## src/design/wdi_pkg.sv

```systemverilog
// Package for the windowed drift index: beat types, register indexes,
// widths and reset values shared by the cell, scaler and top level.
// No dependencies.
`default_nettype none

package wdi_pkg;

  // Default window lengths in half-hour samples
  localparam int SHORT_SAMPLES_DEF = 12;
  localparam int LONG_SAMPLES_DEF  = 48;

  localparam int SAMPLE_W = 24;
  // Sums of up to 256 signed 24 bit samples stay within 33 bits signed
  localparam int SUM_W    = 33;
  localparam int GAIN_W   = 32;
  localparam int OFFSET_W = 24;
  localparam int CAP_W    = 16;
  localparam int MINS_W   = 4;
  localparam int MINL_W   = 6;
  localparam int CFG_IDX_W  = 3;
  localparam int CFG_DATA_W = 32;

  // Register indexes on the configuration port
  localparam logic [CFG_IDX_W-1:0] REG_DRIFT_GAIN      = 3'd0;
  localparam logic [CFG_IDX_W-1:0] REG_DRIFT_OFFSET    = 3'd1;
  localparam logic [CFG_IDX_W-1:0] REG_CAP_SHORT       = 3'd2;
  localparam logic [CFG_IDX_W-1:0] REG_CAP_LONG        = 3'd3;
  localparam logic [CFG_IDX_W-1:0] REG_MIN_COUNT_SHORT = 3'd4;
  localparam logic [CFG_IDX_W-1:0] REG_MIN_COUNT_LONG  = 3'd5;

  // Register reset values
  localparam logic [GAIN_W-1:0]   GAIN_RST      = 32'd2188590;
  localparam logic [OFFSET_W-1:0] OFFSET_RST    = 24'd0;
  localparam logic [CAP_W-1:0]    CAP_SHORT_RST = 16'd7680;
  localparam logic [CAP_W-1:0]    CAP_LONG_RST  = 16'd30720;
  localparam logic [MINS_W-1:0]   MINS_RST      = 4'd9;
  localparam logic [MINL_W-1:0]   MINL_RST      = 6'd36;

  typedef struct packed {
    logic signed [SAMPLE_W-1:0] sample;
    logic                       sample_ok;
  } in_beat_t;

  typedef struct packed {
    logic [CAP_W-1:0] short_index;
    logic             short_valid;
    logic [CAP_W-1:0] long_index;
    logic             long_valid;
  } out_beat_t;

  // Stage load strobes of the scaling pipeline
  typedef struct packed {
    logic s1;
    logic s2;
    logic s3;
  } wdi_adv_t;

endpackage

`default_nettype wire

```

## src/design/wdi_scale.sv

```systemverilog
// Three stage scaler for one window: offset and range check, Q16.16
// multiply, saturation into the index register. Depends on wdi_pkg.
`default_nettype none

module wdi_scale (
  input  wire logic                                clk,
  input  wire wdi_pkg::wdi_adv_t                   adv,
  input  wire logic signed [wdi_pkg::SUM_W-1:0]    sum,
  input  wire logic                                enough,
  input  wire logic signed [wdi_pkg::OFFSET_W-1:0] offset,
  input  wire logic        [wdi_pkg::GAIN_W-1:0]   gain,
  input  wire logic        [wdi_pkg::CAP_W-1:0]    cap,
  output      logic        [wdi_pkg::CAP_W-1:0]    index,
  output      logic                                index_ok
);

  localparam int DIFF_W = wdi_pkg::SUM_W + 1;
  localparam int PROD_W = 2 * wdi_pkg::GAIN_W;

  logic signed [DIFF_W-1:0] diff;
  logic                     pos;

  // stage 1
  logic                         ok1;
  logic                         pos1;
  logic                         big1;
  logic [wdi_pkg::GAIN_W-1:0]   d1;
  // stage 2
  logic                         ok2;
  logic                         pos2;
  logic                         big2;
  logic [PROD_W-1:0]            prod2;

  logic                         over;
  logic [wdi_pkg::CAP_W-1:0]    index_next;

  assign diff = DIFF_W'(sum) - DIFF_W'(offset);
  assign pos  = !diff[DIFF_W-1] && (|diff);

  always_ff @(posedge clk) begin
    if (adv.s1) begin
      ok1  <= enough;
      pos1 <= pos;
      big1 <= pos && (|diff[DIFF_W-2:wdi_pkg::GAIN_W]);
      d1   <= diff[wdi_pkg::GAIN_W-1:0];
    end
  end

  always_ff @(posedge clk) begin
    if (adv.s2) begin
      ok2   <= ok1;
      pos2  <= pos1;
      big2  <= big1;
      prod2 <= PROD_W'(d1) * PROD_W'(gain);
    end
  end

  // drop the 16 fraction bits, clamp at the cap
  assign over = (|prod2[PROD_W-1:32]) || (prod2[31:16] > cap);

  always_comb begin
    if (!ok2 || !pos2) begin
      index_next = '0;
    end else if (big2 || over) begin
      index_next = cap;
    end else begin
      index_next = prod2[31:16];
    end
  end

  always_ff @(posedge clk) begin
    if (adv.s3) begin
      index    <= index_next;
      index_ok <= ok2;
    end
  end

endmodule

`default_nettype wire

```

## config.mk

```make
export PLATFORM = sky130hd
export DESIGN_NAME = wdi_scale
export DESIGN_NICKNAME = d
export VERILOG_FILES = /design/src/design/wdi_pkg.sv /design/src/design/wdi_scale.sv
export SDC_FILE = /design/constraint.sdc
export NUM_CORES = 2
export LEC_CHECK = 0
export BUFFER_PORTS_ARGS = -buffer_cell sky130_fd_sc_hd__buf_2
export CORE_MARGIN = 2
export CORE_UTILIZATION = 40
export CTS_CLUSTER_SIZE = 8
export DETAILED_ROUTE_END_ITERATION = 8
export GPL_ROUTABILITY_DRIVEN = 1
export PLACE_DENSITY = 0.6
export SYNTH_ARGS = -nofsm -noshare
export SYNTH_HDL_FRONTEND = slang
export SYNTH_SLANG_ARGS = --single-unit
```

## constraint.sdc

```tcl
create_clock -name clk -period 13.1 [get_ports clk]
set_input_delay 1.31 -clock clk [delete_from_list [all_inputs] [get_ports clk]]
set_output_delay 1.31 -clock clk [all_outputs]
set_load 0.01 [all_outputs]
```

==> Word-level counts from Yosys, hierarchy flattened <==
Index checks and enable logic that the tools add are counted.
{ "totals": {"ff_bits": 119, "latch_bits": 0, "ramBits": 0, "rom_bits": 0, "memories": 0} }
{ "op_classes": {"n_addsub": 1, "multipliers": 1, "div_mod_pow": 0, "n_lt_le_gt_ge": 1, "eq_ne": 0, "shifts": 0, "mux": 1, "bitwise": 0, "n_reduce_logical": 10} }
{ "ops": {"columns": ["cell", "count"], "rows": [
  ["$mul 32x32->64", 1],
  ["$reduce_or 34->1", 1],
  ["$sub 33x24->34", 1],
  ["$reduce_or 32->1", 1],
  ["$gt 16x16->1", 1],
  ["$mux 16", 1],
  ["$logic_not 1->1", 3],
  ["$logic_or 1x1->1", 3],
  ["$logic_and 1x1->1", 2]
]} }

==> Logic depth before layout (Yosys ltp) <==
{ "depth": {"word_depth": 4, "mapped_depth": 29, "mapped_depth_nobuf": 28} }

==> Worst setup path after synthesis <==
OpenSTA, ideal clock, no wires.
{ "synth_path": {"path_type": "in2reg", "start": "in gain[8] in the netlist's numbering", "end": "reg prod2[57], data pin", "t_arrival_ns": 8.188, "t_required_ns": 12.837, "setup_slack_ns": 4.649, "stages": 25, "n_path_buf": 2, "path_cell_list": "clkbuf_1 nand2_1 fa_1 inv_1 fa_1 inv_1 fa_1 inv_1 fa_1 fa_1 fa_1 fa_1 fa_1 ha_1 clkbuf_1 a21o_1 a21o_1 a221oi_1 o21ai_0 a31oi_1 a31oi_1 a221oi_1 o21ai_0 a21oi_1 xnor2_1"} }
{ "synth_via": {"elab_chain_len": 1} }
{ "synth_rtl": {"columns": ["item", "line", "text"], "rows": [
  ["from (decl)", "wdi_scale.sv:11", "input wire logic [wdi_pkg::GAIN_W-1:0] gain,"],
  ["$mul 32x32->64", "wdi_scale.sv:54", "prod2 <= PROD_W'(d1) * PROD_W'(gain);"],
  ["to (signal assigned)", "wdi_scale.sv:54", null],
  ["to (decl)", "wdi_scale.sv:32", "logic [PROD_W-1:0] prod2;"]
]} }
No other way between the ends.
A chain may end at the register's enable or synchronous reset.

==> Worst setup path after layout <==
{ "layout_path": {"start": "in gain[4] in the netlist's numbering", "end": "reg prod2[60], data pin"} }
Same word-level chain as after synthesis.

==> flow_summary.json <==
{
  "die_y_um": 315,
  "mostFrequentLayoutCells": "949 x inv_1, 896 x fa_1, 568 x and2_1",
  "synth_area_per_cell_um2": 9.26,
  "worst_pin_slew_ps": 888,
  "yosysSeqAreaShare": 0.0797,
  "die-area_um2": 99500,
  "start_kind": "primary input",
  "crit_required_ps": 13210,
  "grt_use_total": 0.219,
  "cts_hold_buf": 0,
  "dr.first_iter.drc_count": 1513,
  "postLayoutCellArea_um2": 40700,
  "grt_pass1_vias": 30165,
  "finalSetupViolCount": 0,
  "synth_cell_types": 67,
  "drtPass1Iterations": 5,
  "yosysTopAreaCell": "fa_1",
  "postCtsSetupRepairBufs": 0,
  "fin_skew_ps": 13.7,
  "routabilityCongestion": 0.887,
  "syn_inst": 4192,
  "drv_cap": 0,
  "nNetsFinal": 5441,
  "synthTopCellsByArea": "fa_1 46%, ha_1 10%, inv_1 9.2%",
  "min_period_ps": 9110,
  "cts_num_sinks": 103,
  "clkTransAtPathRegs_ps": 80,
  "syn_area_um2": 38800,
  "drive_gt1_frac": 0.0462,
  "async_reset_ff_frac": 0,
  "clk_latency_ps": 360,
  "cts_tree": "yes",
  "htreeDepth": 3,
  "fmax_mhz": 110,
  "vias": 27551,
  "hold_viol_final": 0,
  "final_common_cell": "inv_1",
  "cts_resized": 0,
  "die_w_um": 315,
  "drcViolationCount": 0,
  "core-area_um2": 96400,
  "slew_headroom": 0.402,
  "slew_violations": 0,
  "grt_max_degree": 52,
  "ys.flop_type": "edfxtp_1",
  "ant_nets": 0,
  "placed_area_um2": 40400,
  "synth_top_area_share": 0.462,
  "fin_crit_sh": 0.695,
  "vias_per_cell": 5.09,
  "fin_setup_tns_ps": 0,
  "critPathSlowestCell": "fa_1",
  "critPathMostFrequentCell": "fa_1",
  "clock-root-buffer": "clkbuf_16",
  "num_io_pins": 127,
  "synth_enable_flop_cells": 103,
  "drt_wl_total_mm": 104,
  "place_hpwl_mm": 81.9,
  "outcome": "finished, final reports clean",
  "end_kind": "flop",
  "cp_max_fo": 32,
  "grt_pass1_wl_mm": 169,
  "post_drt_wl_per_cell_um": 19.2,
  "cts_buffers": 9,
  "rsz0062_at_grt": "no",
  "antenna_found_initial": 3,
  "arrival_ps": 9220,
  "area_growth_pct": 4.80,
  "grt_overflow": 0,
  "cp_slowest_stage_delay_ps": 550,
  "io_buffer_count": 126,
  "worst-setup-path-type": "in2reg",
  "synth_fp_nets": 5507,
  "hp-class": "reg2reg",
  "ys_warn_count": 0,
  "num_rows": 114,
  "clock_path_buffers": 2,
  "start_util": 0.402,
  "ys_ff_latch": 103
}
[synthesized netlist by cell type, drive strengths merged (2+ instances only)]
master	count
a211o	2
a211oi	12
a21o	32
a21oi	110
a221o	2
a221oi	4
a311oi	4
a31oi	10
and2	568
and3	13
and3b	2
and4	2
buf	12
clkbuf	225
edfxtp	103
fa	896
ha	309
inv	949
mux2i	17
nand2	529
nand2b	5
nand3	23
nand4	40
nand4b	2
nor2	63
nor2b	9
nor3	13
nor4	12
o2111ai	2
o211ai	4
o21a	15
o21ai	67
o21bai	13
o221a	2
o221ai	3
o2bb2ai	2
o31a	5
o31ai	7
o41ai	2
or2	3
or3	6
or4	5
xnor2	45
xor2	29
[final cells by class]
cell class / count / area [um^2]
Clock buffer: 9 / 225
Inverter: 949 / 3560
Tap cell: 1276 / 1600
Multi-Input combinational cell: 2903 / 31200
Clock inverter: 7 / 86.3
Antenna cell: 3 / 7.51
Sequential cell: 103 / 3090
Fill cell: 9699 / 55800
Timing Repair Buffer: 160 / 886
[kinds of logic after synthesis]
| logic type | after synthesis | share of synthesized area |
|---|---|---|
| adders and majority gates | 1205 | 0.562 |
| buffers and inverters | 1186 | 0.116 |
| DFF | 103 | 0.0797 |
| xor gates and xnor gates | 74 | 0.0167 |
| and+or+nand+nor | 1298 | 0.171 |
| AOI/OAI and AO/OA | 309 | 0.0506 |
| muxes | 17 | 0.00438 |
[metrics by stage]
| stage | std cells | utilization | hold slack (ps) | worst slack, ps |
|---|---|---|---|---|
| floorplan | 4192 | - | 400 | 4650 |
| global placement | 5391 | 0.418 | 406 | 3690 |
| CTS | 5407 | 0.422 | 432 | 4110 |
| global route | 5407 | 0.422 | 447 | 3500 |
| detailed placement | 5391 | 0.418 | 413 | 3730 |
| finish | 5410 | 0.422 | 432 | 3990 |
[path summary, 6_finish.rpt]
kind,from,end,slack [ps],cells after the start
worst max-delay path,gain[4],prod2[60],3990,27
worst min-delay path,ok1,ok2,430,0
worst max register to register,d1[12],prod2[60],4540,27
worst min register to register,ok1,ok2,430,0
[routing by layer]
layer,vias up,GRT usage,part of all wire
li1,12326,-,-
met1,14505,0.273,0.39
met2,598,0.406,0.53
met3,122,0.0142,0.035
met4,0,0.0701,0.038
met5,-,0,0
[critical path, delay by kind of cell]
family,cells,cell delay [ps]
and+or+nand+nor,1,240
xor gates and xnor gates,1,90
AOI/OAI and AO/OA,9,2480
adders and majority gates,9,4240
buffers and inverters,7,850
[sequential cells by signal, summed over array words and instances (netlist names)]
name / count
pos1: 1
ok1: 1
index: 16
pos2: 1
big1: 1
index_ok: 1
prod2: 48
d1: 32
ok2: 1
big2: 1
Power is not shown: default switching activity piles up to over one toggle a cycle in this logic, so the estimate is an artifact.
