`config.mk`:
```
export PLATFORM = sky130hd
export DESIGN_NAME = wdi_cell
export DESIGN_NICKNAME = d
export VERILOG_FILES = /design/src/design/wdi_pkg.sv /design/src/design/wdi_cell.sv
export SDC_FILE = /design/constraint.sdc
export NUM_CORES = 1
export LEC_CHECK = 0
export ABC_AREA = 1
export BUFFER_PORTS_ARGS = -buffer_cell sky130_fd_sc_hd__buf_2
export CORE_UTILIZATION = 42
export DETAILED_ROUTE_END_ITERATION = 16
export GPL_TIMING_DRIVEN = 0
export HOLD_SLACK_MARGIN = 0.12
export PLACE_DENSITY_LB_ADDON = 0.3
export RECOVER_POWER = 25
export SLEW_MARGIN = 5
export SYNTH_ARGS = -nofsm -noshare
export SYNTH_HDL_FRONTEND = slang
export SYNTH_SLANG_ARGS = --single-unit
```
`constraint.sdc`:
```
create_clock -name clk -period 1.3 [get_ports clk]
set_input_delay 0.26 -clock clk [delete_from_list [all_inputs] [get_ports clk]]
set_output_delay 0.26 -clock clk [all_outputs]
set_load 0.01 [all_outputs]
```
`src/design/wdi_pkg.sv`:
```
// Package for the windowed drift index: beat types, register indexes,
// widths and reset values shared by the cell, scaler and top level.
// No dependencies.
`default_nettype none

package wdi_pkg;

  // Default window lengths in half-hour samples
  localparam int SHORT_SAMPLES_DEF = 12;
  localparam int LONG_SAMPLES_DEF  = 48;

  localparam int SAMPLE_W = 24;
  // Sums of up to 256 signed 24 bit samples stay within 33 bits signed
  localparam int SUM_W    = 33;
  localparam int GAIN_W   = 32;
  localparam int OFFSET_W = 24;
  localparam int CAP_W    = 16;
  localparam int MINS_W   = 4;
  localparam int MINL_W   = 6;
  localparam int CFG_IDX_W  = 3;
  localparam int CFG_DATA_W = 32;

  // Register indexes on the configuration port
  localparam logic [CFG_IDX_W-1:0] REG_DRIFT_GAIN      = 3'd0;
  localparam logic [CFG_IDX_W-1:0] REG_DRIFT_OFFSET    = 3'd1;
  localparam logic [CFG_IDX_W-1:0] REG_CAP_SHORT       = 3'd2;
  localparam logic [CFG_IDX_W-1:0] REG_CAP_LONG        = 3'd3;
  localparam logic [CFG_IDX_W-1:0] REG_MIN_COUNT_SHORT = 3'd4;
  localparam logic [CFG_IDX_W-1:0] REG_MIN_COUNT_LONG  = 3'd5;

  // Register reset values
  localparam logic [GAIN_W-1:0]   GAIN_RST      = 32'd2188590;
  localparam logic [OFFSET_W-1:0] OFFSET_RST    = 24'd0;
  localparam logic [CAP_W-1:0]    CAP_SHORT_RST = 16'd7680;
  localparam logic [CAP_W-1:0]    CAP_LONG_RST  = 16'd30720;
  localparam logic [MINS_W-1:0]   MINS_RST      = 4'd9;
  localparam logic [MINL_W-1:0]   MINL_RST      = 6'd36;

  typedef struct packed {
    logic signed [SAMPLE_W-1:0] sample;
    logic                       sample_ok;
  } in_beat_t;

  typedef struct packed {
    logic [CAP_W-1:0] short_index;
    logic             short_valid;
    logic [CAP_W-1:0] long_index;
    logic             long_valid;
  } out_beat_t;

  // Stage load strobes of the scaling pipeline
  typedef struct packed {
    logic s1;
    logic s2;
    logic s3;
  } wdi_adv_t;

endpackage

`default_nettype wire

```
`src/design/wdi_cell.sv`:
```
// One window cell: holds a sample and its present mark, hands both on.
// Depends on wdi_pkg.
`default_nettype none

module wdi_cell (
  input  wire logic                                clk,
  input  wire logic                                rst,
  input  wire logic                                shift,
  input  wire logic signed [wdi_pkg::SAMPLE_W-1:0] d_in,
  input  wire logic                                mark_in,
  output      logic signed [wdi_pkg::SAMPLE_W-1:0] d_out,
  output      logic                                mark_out
);

  // sample value needs no reset: it is only read when its mark is set
  always_ff @(posedge clk) begin
    if (shift) begin
      d_out <= d_in;
    end
  end

  always_ff @(posedge clk) begin
    if (rst) begin
      mark_out <= 1'b0;
    end else if (shift) begin
      mark_out <= mark_in;
    end
  end

endmodule

`default_nettype wire

```
## After elaboration in Yosys (flattened, before gate mapping)

Index checks and enable logic that the tools add are counted.

- Bits of input ports: 28
- Flip-flop bits (word level): 25
- Word-level logic and storage cells: 2
- Output and inout bits: 25

## Depth between registers and ports, before layout

Gate-level depths: netlist of run 1.

- Depth after elaboration: 0
- Depth in mapped cells: 4
- Mapped depth without buffers: 4

## Least setup slack after synthesis of run 1

Ideal clock, no wire load.

- Path kind: register -> output
- Start point: register d_out[0] (netlist bit)
- End point: output port d_out[0] (netlist bit)
- Setup slack: 0.646 ns
- Arrival time: 0.394 ns
- Path buffers: 0
- Cell stages (with the launch flop): 1
- Path through: edfxtp_1

RTL lines:

| element | RTL line | text |
|---|---|---|
| from (decl) | wdi_cell.sv:11 | `output logic signed [wdi_pkg::SAMPLE_W-1:0] d_out,` |
| from (signal assigned) | wdi_cell.sv:18 | `d_out <= d_in;` |

No word-level cell between the ends.

## Worst setup path in the final report of run 1

- Start point: register d_out[1] (netlist bit)
- End point: output port d_out[1] (netlist bit)

No word-level cell between the ends.

==> results of run 1 <==
## Yosys cell counts, drive strengths merged
cell | instances | area, um^2
edfxtp | 24 | 721
inv | 2 | 7.51
nand2 | 2 | 7.51
nor2 | 2 | 10.0
dfxtp | 1 | 20.0
## per-stage QoR
step / worst slack (ns) / total power (uW) / instance area [um^2] / util, % / hold WS [ns]
2_1_floorplan: 0.646 / 1030 / 766 / - / 0.359
3_3_place_gp: 0.231 / 1130 / 1060 / 61.2 / 0.437
3_5_place_dp: 0.218 / 1130 / 1060 / 61.2 / 0.438
4_1_cts: 0.163 / 1510 / 1290 / 75.0 / 0.120
5_1_grt: 0.131 / 1570 / 1330 / 76.7 / 0.188
6_report: 0.164 / 1510 / 1330 / 76.7 / 0.190
## metal layers
metal | track usage (%) | share of wire (%) | vias up
met2 | 31.5 | 61 | 27
met3 | 2.40 | 5.5 | 0
met5 | 0 | 0 | -
met1 | 14.7 | 34 | 265
met4 | 5.45 | 0 | 0
li1 | - | - | 275
## kinds of logic (layout without fill, tap and decap cells)
family	Yosys count	in the layout	share of synthesized area, %
simple gates	4	4	2.29
buf+inv	2	82	0.981
flops	25	25	96.7
## power breakdown
group / switching [uW] / internal, uW
Combinational: 88.9 / 117
Sequential: 14.6 / 951
Clock: 222 / 115
## worst reg2reg max path: stages (launching register included)
cell and delay [ns]:
dfxtp_1 0.34, nor2_1 0.15, nor2_2 0.06
## registers in the layout (all words and copies together), names as in the netlist
name	count
d_out	24
mark_out	1
## cell type report
class / instances / area (um^2) / share of cell area, %
sequential: 25 / 741 / 55.9
timing repair buffer: 76 / 500 / 37.8
tap: 25 / 31.3 / 2.36
clock buffer: 3 / 22.5 / 1.70
multi-input combinational: 4 / 17.5 / 1.32
inverter: 2 / 7.51 / 0.567
clock inverter: 1 / 5.00 / 0.378
## how the worst min path moves through the flow
stage               startpoint  slack (ns)  cells past startpoint                    end
CTS                   d_in[18]        0.12                      1    d_out[18]$_DFFE_PP_
global placement       d_in[0]        0.44                      1     d_out[0]$_DFFE_PP_
global route               rst        0.19                      4  mark_out$_SDFFE_PP0P_
detailed placement    d_in[23]        0.44                      1    d_out[23]$_DFFE_PP_
finish                     rst        0.19                      4  mark_out$_SDFFE_PP0P_
floorplan              d_in[0]        0.36                      0     d_out[0]$_DFFE_PP_
## what timing repair did
item,in CTS,in global routing
setup buffers,0,0
hold buffers,21,3
hold endpoints to repair,21,3
==> run_results.csv, run 1 <==
group,metric,value,unit
synth,ys_ff_latch,25,
power,peakVddDrop,938,uV
timing,clock_skew,0,ns
floorplan,die_w,44.7,um
timing,finalHoldViolCount,0,
global_routing,antenna_found_initial,0,
setup_path,crit-reg2reg-launch,"mark_out$_SDFFE_PP0P_",
setup_path,path_max_fanout,1,
setup_path,cp-start-kind,"register",
cells_and_area,fin_nets,140,
timing,max_freq,881,MHz
route,via_count,567,
timing,maxSlewHeadroom,61.1,%
setup_path,crit_buf_inv,1,
run,maxCapViolations,0,
route,first_iter_violations,10,
timing,fin_crit,1.14,ns
floorplan,fp.dieArea,2000,um^2
synth,synth_cells,31,
synth,syn-num-nets,59,
global_routing,grtUsageTotal,15.2,%
cells_and_area,fillerInstances,120,
cts,cts_max_path_buffers,2,
setup_path,cpPeakStageDelay,0.41,ns
run_status,outcome,"finished clean",
setup_path,cp.arrival,0.88,ns
cts,cts_resized,0,
setup_path,crit_chain,"buf_2",
cts,insertion_delay,0.30,ns
cts,cts-htree-levels,1,
synth,yosysWarnings,0,
power,power_density,1140,nW/um^2
setup_path,rr_endpoint,"mark_out$_SDFFE_PP0P_",
placed_design,dp.cells,108,
setup_path,cp.required,1.04,ns
global_routing,grt.overflow.total,0,
setup_path,cp.depth,1,
timing,rsz0062_at_grt,"no",
global_routing,grt_pass1_wl,2050,um
setup_path,cp-startpoint,"d_out[1]$_DFFE_PP_",
route,finalWirelength,1530,um
cts,cts_buffers,3,
floorplan,io_pins,53,
setup_path,r2r_cells,2,
setup_path,path_delay_family,"flip-flops",
setup_path,slowest_stage,"edfxtp_1",
cells_and_area,drive_above_1_share,51.4,%
route,vias_per_cell,4.17,
synth,ys_seq_area_share,96.7,%
synth,netlist_area,766,um^2
timing,finalCritPeriodShare,87.3,%
floorplan,core,1730,um^2
setup_path,critPathCapture,"d_out[1]",
cells_and_area,area_delta_synth_final,73.0,%
min_path,min_path_type,"in -> reg",
placed_design,port_buffers,52,
setup_path,reg2reg_slack,0.66,ns
global_routing,grt_pass1_vias,509,
setup_path,critical_path_class,"reg -> out",
cts,clock-root-buffer,"clkbuf_4",
timing,setup_viol,0,
timing,slew_violations,0,
floorplan,fp.dieH,44.7,um
cells_and_area,layout_common_cells,"buf_2 (51), edfxtp_1 (24), dlygate4sd3_1 (24), clkbuf_4 (3)",
synth,synth.distinct_cells,6,
route,ant_nets,0,
route,post_drt_wl_per_cell,11.2,um
timing,final.setup.tns,0,ns
power,leakagePower,0.000587,uW
floorplan,rows,15,
cells_and_area,fin_cells,136,
global_routing,grt_max_degree,27,
cells_and_area,layout_commonest_cell,"buf_2",
route,drcViolationCount,0,
cts,cts.clk_slew.worst_paths,0.14,ns
timing,tightest_slew,0.584,ns
placed_design,place_congestion,0.682,
floorplan,start_util,44.3,%
route,first_pass_iters,4,
synth,synth_area_per_cell,24.7,um^2
cts,cts_tree,"done",
cells_and_area,diodes,0,
setup_path,end_kind,"primary output",
cts,cts.sinks,25,
(Power assumes the default switching activity.)
==> run 2: changes to the inputs <==
Settings changed: CORE_UTILIZATION 42 to 39.
Clock period 1.3 ns to 1.1 ns, I/O delays scaled along.
==> run 2 against run 1 <==
Effect of this change: combinational power grew 18%; largest cell class unchanged; register-to-register slack got worse by 0.16 ns; non-clock buffer count unchanged; via count down 1.8%; clock-buffer cell count grew 1; critical endpoint is now d_out[5].
==> run_results.csv, run 2 (synthesis gave the netlist of run 1 again) <==
group,metric,value,unit
run_status,outcome,"finished clean",
cts,cts-htree-levels,1,
global_routing,grtUsageTotal,14.7,%
cts,cts_resized,0,
route,route.layer.met1.wl,540,um
floorplan,fp.dieArea,2140,um^2
timing,tightest_slew,0.598,ns
global_routing,antenna_found_initial,0,
cts,post-cts-setup-buffers,0,
timing,finalHoldViolCount,0,
placed_design,place_congestion,0.667,
route,first_pass_iters,2,
route,ant_nets,0,
timing,maxSlewHeadroom,60.1,%
floorplan,fp.dieH,46.3,um
power,swShare,20.2,%
route,post_drt_wl_per_cell,10.8,um
setup_path,crit_buf_inv,1,
cells_and_area,diodes,0,
power,power_density,1330,nW/um^2
route,via_count,557,
route,drcViolationCount,0,
cells_and_area,largest_register_ffs,24,
global_routing,grt_max_degree,27,
cts,clock-root-buffer,"clkbuf_4",
power,clock_power_share,21.3,%
timing,whs,0.147,ns
floorplan,core,1780,um^2
timing,slew_violations,0,
cts,cts.sinks,25,
global_routing,grt_pass1_vias,531,
route,highest_layer,"met4",
cells_and_area,layout_common_cells,"buf_2 (51), edfxtp_1 (24), dlygate4sd3_1 (24), clkbuf_4 (3)",
timing,clock_skew,0,ns
placed_design,dp_hpwl,895,um
floorplan,io_pins,53,
route,met3RoutedLength,97,um
cells_and_area,fillerInstances,118,
power,peakVddDrop,802,uV
timing,rsz0062_at_grt,"yes",
setup_path,end_kind,"primary output",
cts,cts_tree,"done",
setup_path,cp.arrival,0.85,ns
cts,cts_buffers,3,
placed_design,port_buffers,52,
route,finalWirelength,1460,um
cells_and_area,top_register,"d_out",
placed_design,place_area,1060,um^2
timing,fin_crit,1.07,ns
setup_path,path_max_fanout,1,
global_routing,grt_pass1_wl,2120,um
cts,cts_max_path_buffers,2,
power,p_int,1400,uW
cells_and_area,fin_nets,140,
power,combPwrFrac,13.7,%
setup_path,slowest_stage,"edfxtp_1",
setup_path,cp-start-kind,"register",
setup_path,crit_chain,"buf_2",
cts,insertion_delay,0.30,ns
cells_and_area,area_delta_synth_final,72.9,%
power,seqPwrFrac,64.9,%
run,maxCapViolations,0,
timing,max_freq,933,MHz
cts,cts.clk_slew.worst_paths,0.12,ns
route,vias_per_cell,4.10,
power,switching_power,355,uW
power,leakagePower,0.000584,uW
floorplan,start_util,42.9,%
min_path,min_path_type,"in -> reg",
setup_path,cpPeakStageDelay,0.40,ns
timing,setup_viol,0,
cells_and_area,drive_above_1_share,50.5,%
cells_and_area,reg_top3,"d_out: 24 flops, mark_out: 1 flops",
setup_path,path_delay_family,"flip-flops",
floorplan,die_w,46.3,um
timing,finalCritPeriodShare,97.4,%
global_routing,grt.overflow.total,0,
cells_and_area,fin_area,1320,um^2
floorplan,rows,15,
setup_path,cp.required,0.88,ns
route,first_iter_violations,2,
cells_and_area,layout_commonest_cell,"buf_2",
route,dr_wl_met2,804,um
setup_path,critical_path_class,"reg -> out",
run 2: area by class of cell:
| cell class | instances | area (um^2) | area share [%] |
|---|---|---|---|
| multi-input cells | 4 | 17.5 | 1.32 |
| flip-flops and latches | 25 | 741 | 56.0 |
| inverters | 2 | 7.51 | 0.567 |
| repair buffers | 76 | 500 | 37.8 |
| well taps | 25 | 31.3 | 2.36 |
| clock buffers | 4 | 26.3 | 1.98 |
run 2: worst register-to-register path, cell delays in order, from the launching register on:
cell	delay (ns)
dfxtp_1	0.33
nor2_1	0.12
nor2_2	0.06
run 2: worst paths after layout:
| kind | start | end | slack, ns | cells past startpoint |
|---|---|---|---|---|
| max | d_out[5]$_DFFE_PP_ | d_out[5] | 0.03 | 1 |
| min | rst | mark_out$_SDFFE_PP0P_ | 0.15 | 4 |
| max reg2reg | mark_out$_SDFFE_PP0P_ | mark_out$_SDFFE_PP0P_ | 0.50 | 2 |
| min reg2reg | mark_out$_SDFFE_PP0P_ | mark_out$_SDFFE_PP0P_ | 0.52 | 2 |
run 2: repair_timing:
| action | CTS | global route |
|---|---|---|
| setup endpoints to repair | 0 | 5 |
| hold endpoints to repair | 24 | 0 |
| hold buffers | 24 | 0 |
run 2: stage by stage:
step                      utilization, %  worst slack, ns  TNS (ns)  cells  power (uW)
after floorplan                        -            0.486         0     31        1210
after global placement              59.3           0.0702         0    108        1330
after detailed placement            59.3           0.0677         0    108        1340
after CTS                           74.2           0.0245         0    136        1770
after global routing                74.2          -0.0149   -0.0447    136        1840
final                               74.2           0.0281         0    136        1760
run 2: layer usage:
layer  track usage [%]  vias up
li1                  -      276
met1              14.2      246
met2              27.5       33
met3              4.71        2
met4              6.47        0
met5                 0        -
run 2: power by group through the flow:
stage | clock [uW] | combinational [uW] | sequential, uW
2_1_floorplan | 0 | 6.23 | 1210
3_3_place_gp | 0 | 173 | 1160
3_5_place_dp | 0 | 177 | 1160
4_1_cts | 388 | 242 | 1140
5_1_grt | 426 | 266 | 1150
6_report | 375 | 241 | 1140
==> run 3: changes to the inputs <==
--- a/constraint.sdc
+++ b/constraint.sdc
@@ -3,2 +3,2 @@
 set_output_delay 0.22 -clock clk [all_outputs]
-set_load 0.01 [all_outputs]
+set_load 0.02 [all_outputs]
==> run 3 against run 2 <==
Effect of this change: via count increased by 4.7%; sequential share of layout area is 4.2 points lower; first-iteration DRC count increased to 3.0 times the previous value; non-clock buffer count unchanged; global-route usage did not move; routed wire length up 17%; combinational power increased by 48%; worst setup slack got worse by 0.025 ns; clock power rose by 1%; utilization up 6.0 points; worst hold slack worse by 0.0014 ns; largest cell class unchanged; highest routed layer unchanged.
==> run_results.csv, run 3 (synthesis gave the netlist of run 1 again) <==
group,metric,value,unit
cells_and_area,fillerInstances,99,
cells_and_area,multiInputGateArea,17.5,um^2
global_routing,grt_pass1_vias,531,
run,maxCapViolations,0,
setup_path,crit_chain,"buf_6",
timing,finalHoldViolCount,0,
power,peakVddDrop,899,uV
route,post_drt_wl_per_cell,12.6,um
setup_path,cp.required,0.88,ns
floorplan,rows,15,
route,first_iter_violations,6,
route,via_count,583,
setup_path,cp-start-kind,"register",
cells_and_area,top_register,"d_out",
placed_design,pre_cts_slack,0.0677,ns
floorplan,core,1780,um^2
floorplan,start_util,42.9,%
placed_design,place_congestion,0.667,
power,seqPwrFrac,61.2,%
power,p_int,1460,uW
setup_path,slowest_stage,"edfxtp_1",
route,vias_per_cell,4.29,
timing,final.setup.tns,0,ns
timing,finalCritPeriodShare,99.8,%
cells_and_area,area_delta_synth_final,86.8,%
cells_and_area,drive_above_1_share,50.5,%
placed_design,dp_hpwl,895,um
timing,slew_violations,0,
floorplan,die_w,46.3,um
cts,cts.clk_slew.worst_paths,0.12,ns
global_routing,grt_pass1_wl,2120,um
run_status,outcome,"finished clean",
route,ant_nets,0,
placed_design,port_buffers,52,
power,power_density,1320,nW/um^2
cells_and_area,diodes,0,
setup_path,cpPeakStageDelay,0.43,ns
setup_path,cp.arrival,0.88,ns
global_routing,grt_max_degree,27,
timing,setup_viol,0,
timing,maxSlewHeadroom,60.7,%
min_path,min_path_type,"in -> reg",
timing,tightest_slew,0.590,ns
timing,clock_skew,0,ns
floorplan,io_pins,53,
power,clock_power_share,20.0,%
cts,post-cts-setup-buffers,0,
route,finalWirelength,1720,um
cells_and_area,fin_util,80.2,%
setup_path,critical_path_class,"reg -> out",
cells_and_area,layout_commonest_cell,"buf_2",
power,swShare,22.7,%
cts,cts_buffers,3,
cells_and_area,largest_register_ffs,24,
timing,rsz0062_at_grt,"yes",
cells_and_area,fin_nets,140,
cells_and_area,reg_top3,"d_out: 24 flops, mark_out: 1 flops",
floorplan,fp.dieArea,2140,um^2
setup_path,end_kind,"primary output",
route,first_pass_iters,4,
cts,cts.sinks,25,
power,switching_power,430,uW
timing,fin_crit,1.10,ns
global_routing,grt.overflow.total,0,
setup_path,path_delay_family,"flip-flops",
timing,max_freq,911,MHz
power,combPwrFrac,18.8,%
global_routing,grtUsageTotal,14.7,%
setup_path,crit_buf_inv,1,
cts,cts_tree,"done",
power,leakagePower,0.000620,uW
cts,cts_max_path_buffers,2,
setup_path,path_max_fanout,1,
route,drcViolationCount,0,
floorplan,fp.dieH,46.3,um
cts,clock-root-buffer,"clkbuf_4",
cts,cts-htree-levels,1,
global_routing,antenna_found_initial,0,
timing,setup_ws,0.00260,ns
cells_and_area,seq_area,741,um^2
cells_and_area,layout_common_cells,"buf_2 (34), edfxtp_1 (24), dlygate4sd3_1 (24), buf_6 (17), clkbuf_4 (3)",
cts,insertion_delay,0.30,ns
[run 3: cell counts in the layout (fill, tap and decap cells not counted)]
Identical to the previous run, type by type.
[run 3: final timing paths]
kind         depth (start not counted)  slack (ns)                   from               endpoint
max                                  1       0.003     d_out[5]$_DFFE_PP_               d_out[5]
min                                  4        0.15                    rst  mark_out$_SDFFE_PP0P_
max reg2reg                          2        0.49  mark_out$_SDFFE_PP0P_  mark_out$_SDFFE_PP0P_
min reg2reg                          2        0.53  mark_out$_SDFFE_PP0P_  mark_out$_SDFFE_PP0P_
[run 3: power groups by stage]
stage	combinational [uW]	sequential, uW	clock, uW
detailed placement	233	1160	0
global route	379	1160	434
finish	356	1160	379
floorplan	6.22	1260	0
global placement	229	1160	0
CTS	298	1140	388
[run 3: timing repair]
action,CTS,global route
endpoints found under the setup margin,0,19
hold buffers,24,0
gates resized for setup,0,34
endpoints found under the hold margin,24,0
[run 3: layer usage]
layer / vias to the layer above / routed length [um] / part of all wire (%) / track usage, %
met3: 6 / 136 / 7.9 / 4.71
met4: 0 / 57 / 3.3 / 6.47
li1: 277 / - / - / -
met2: 37 / 1010 / 59 / 27.5
met5: - / 0 / 0 / 0
met1: 263 / 515 / 30 / 14.2
[run 3: through the flow]
step / std cells / instance area, um^2 / hold slack, ns / power, uW
finish: 136 / 1430 / 0.146 / 1890
global route: 136 / 1430 / 0.147 / 1980
global placement: 108 / 1060 / 0.397 / 1390
CTS: 136 / 1320 / 0.143 / 1830
floorplan: 31 / 766 / 0.319 / 1270
detailed placement: 108 / 1060 / 0.398 / 1390
[run 3: layout make-up]
class / instances / area share (%)
Clock buffer: 4 / 1.84
Timing Repair Buffer: 76 / 42.4
Multi-Input combinational cell: 4 / 1.22
Inverter: 2 / 0.525
Tap cell: 25 / 2.19
Sequential cell: 25 / 51.8
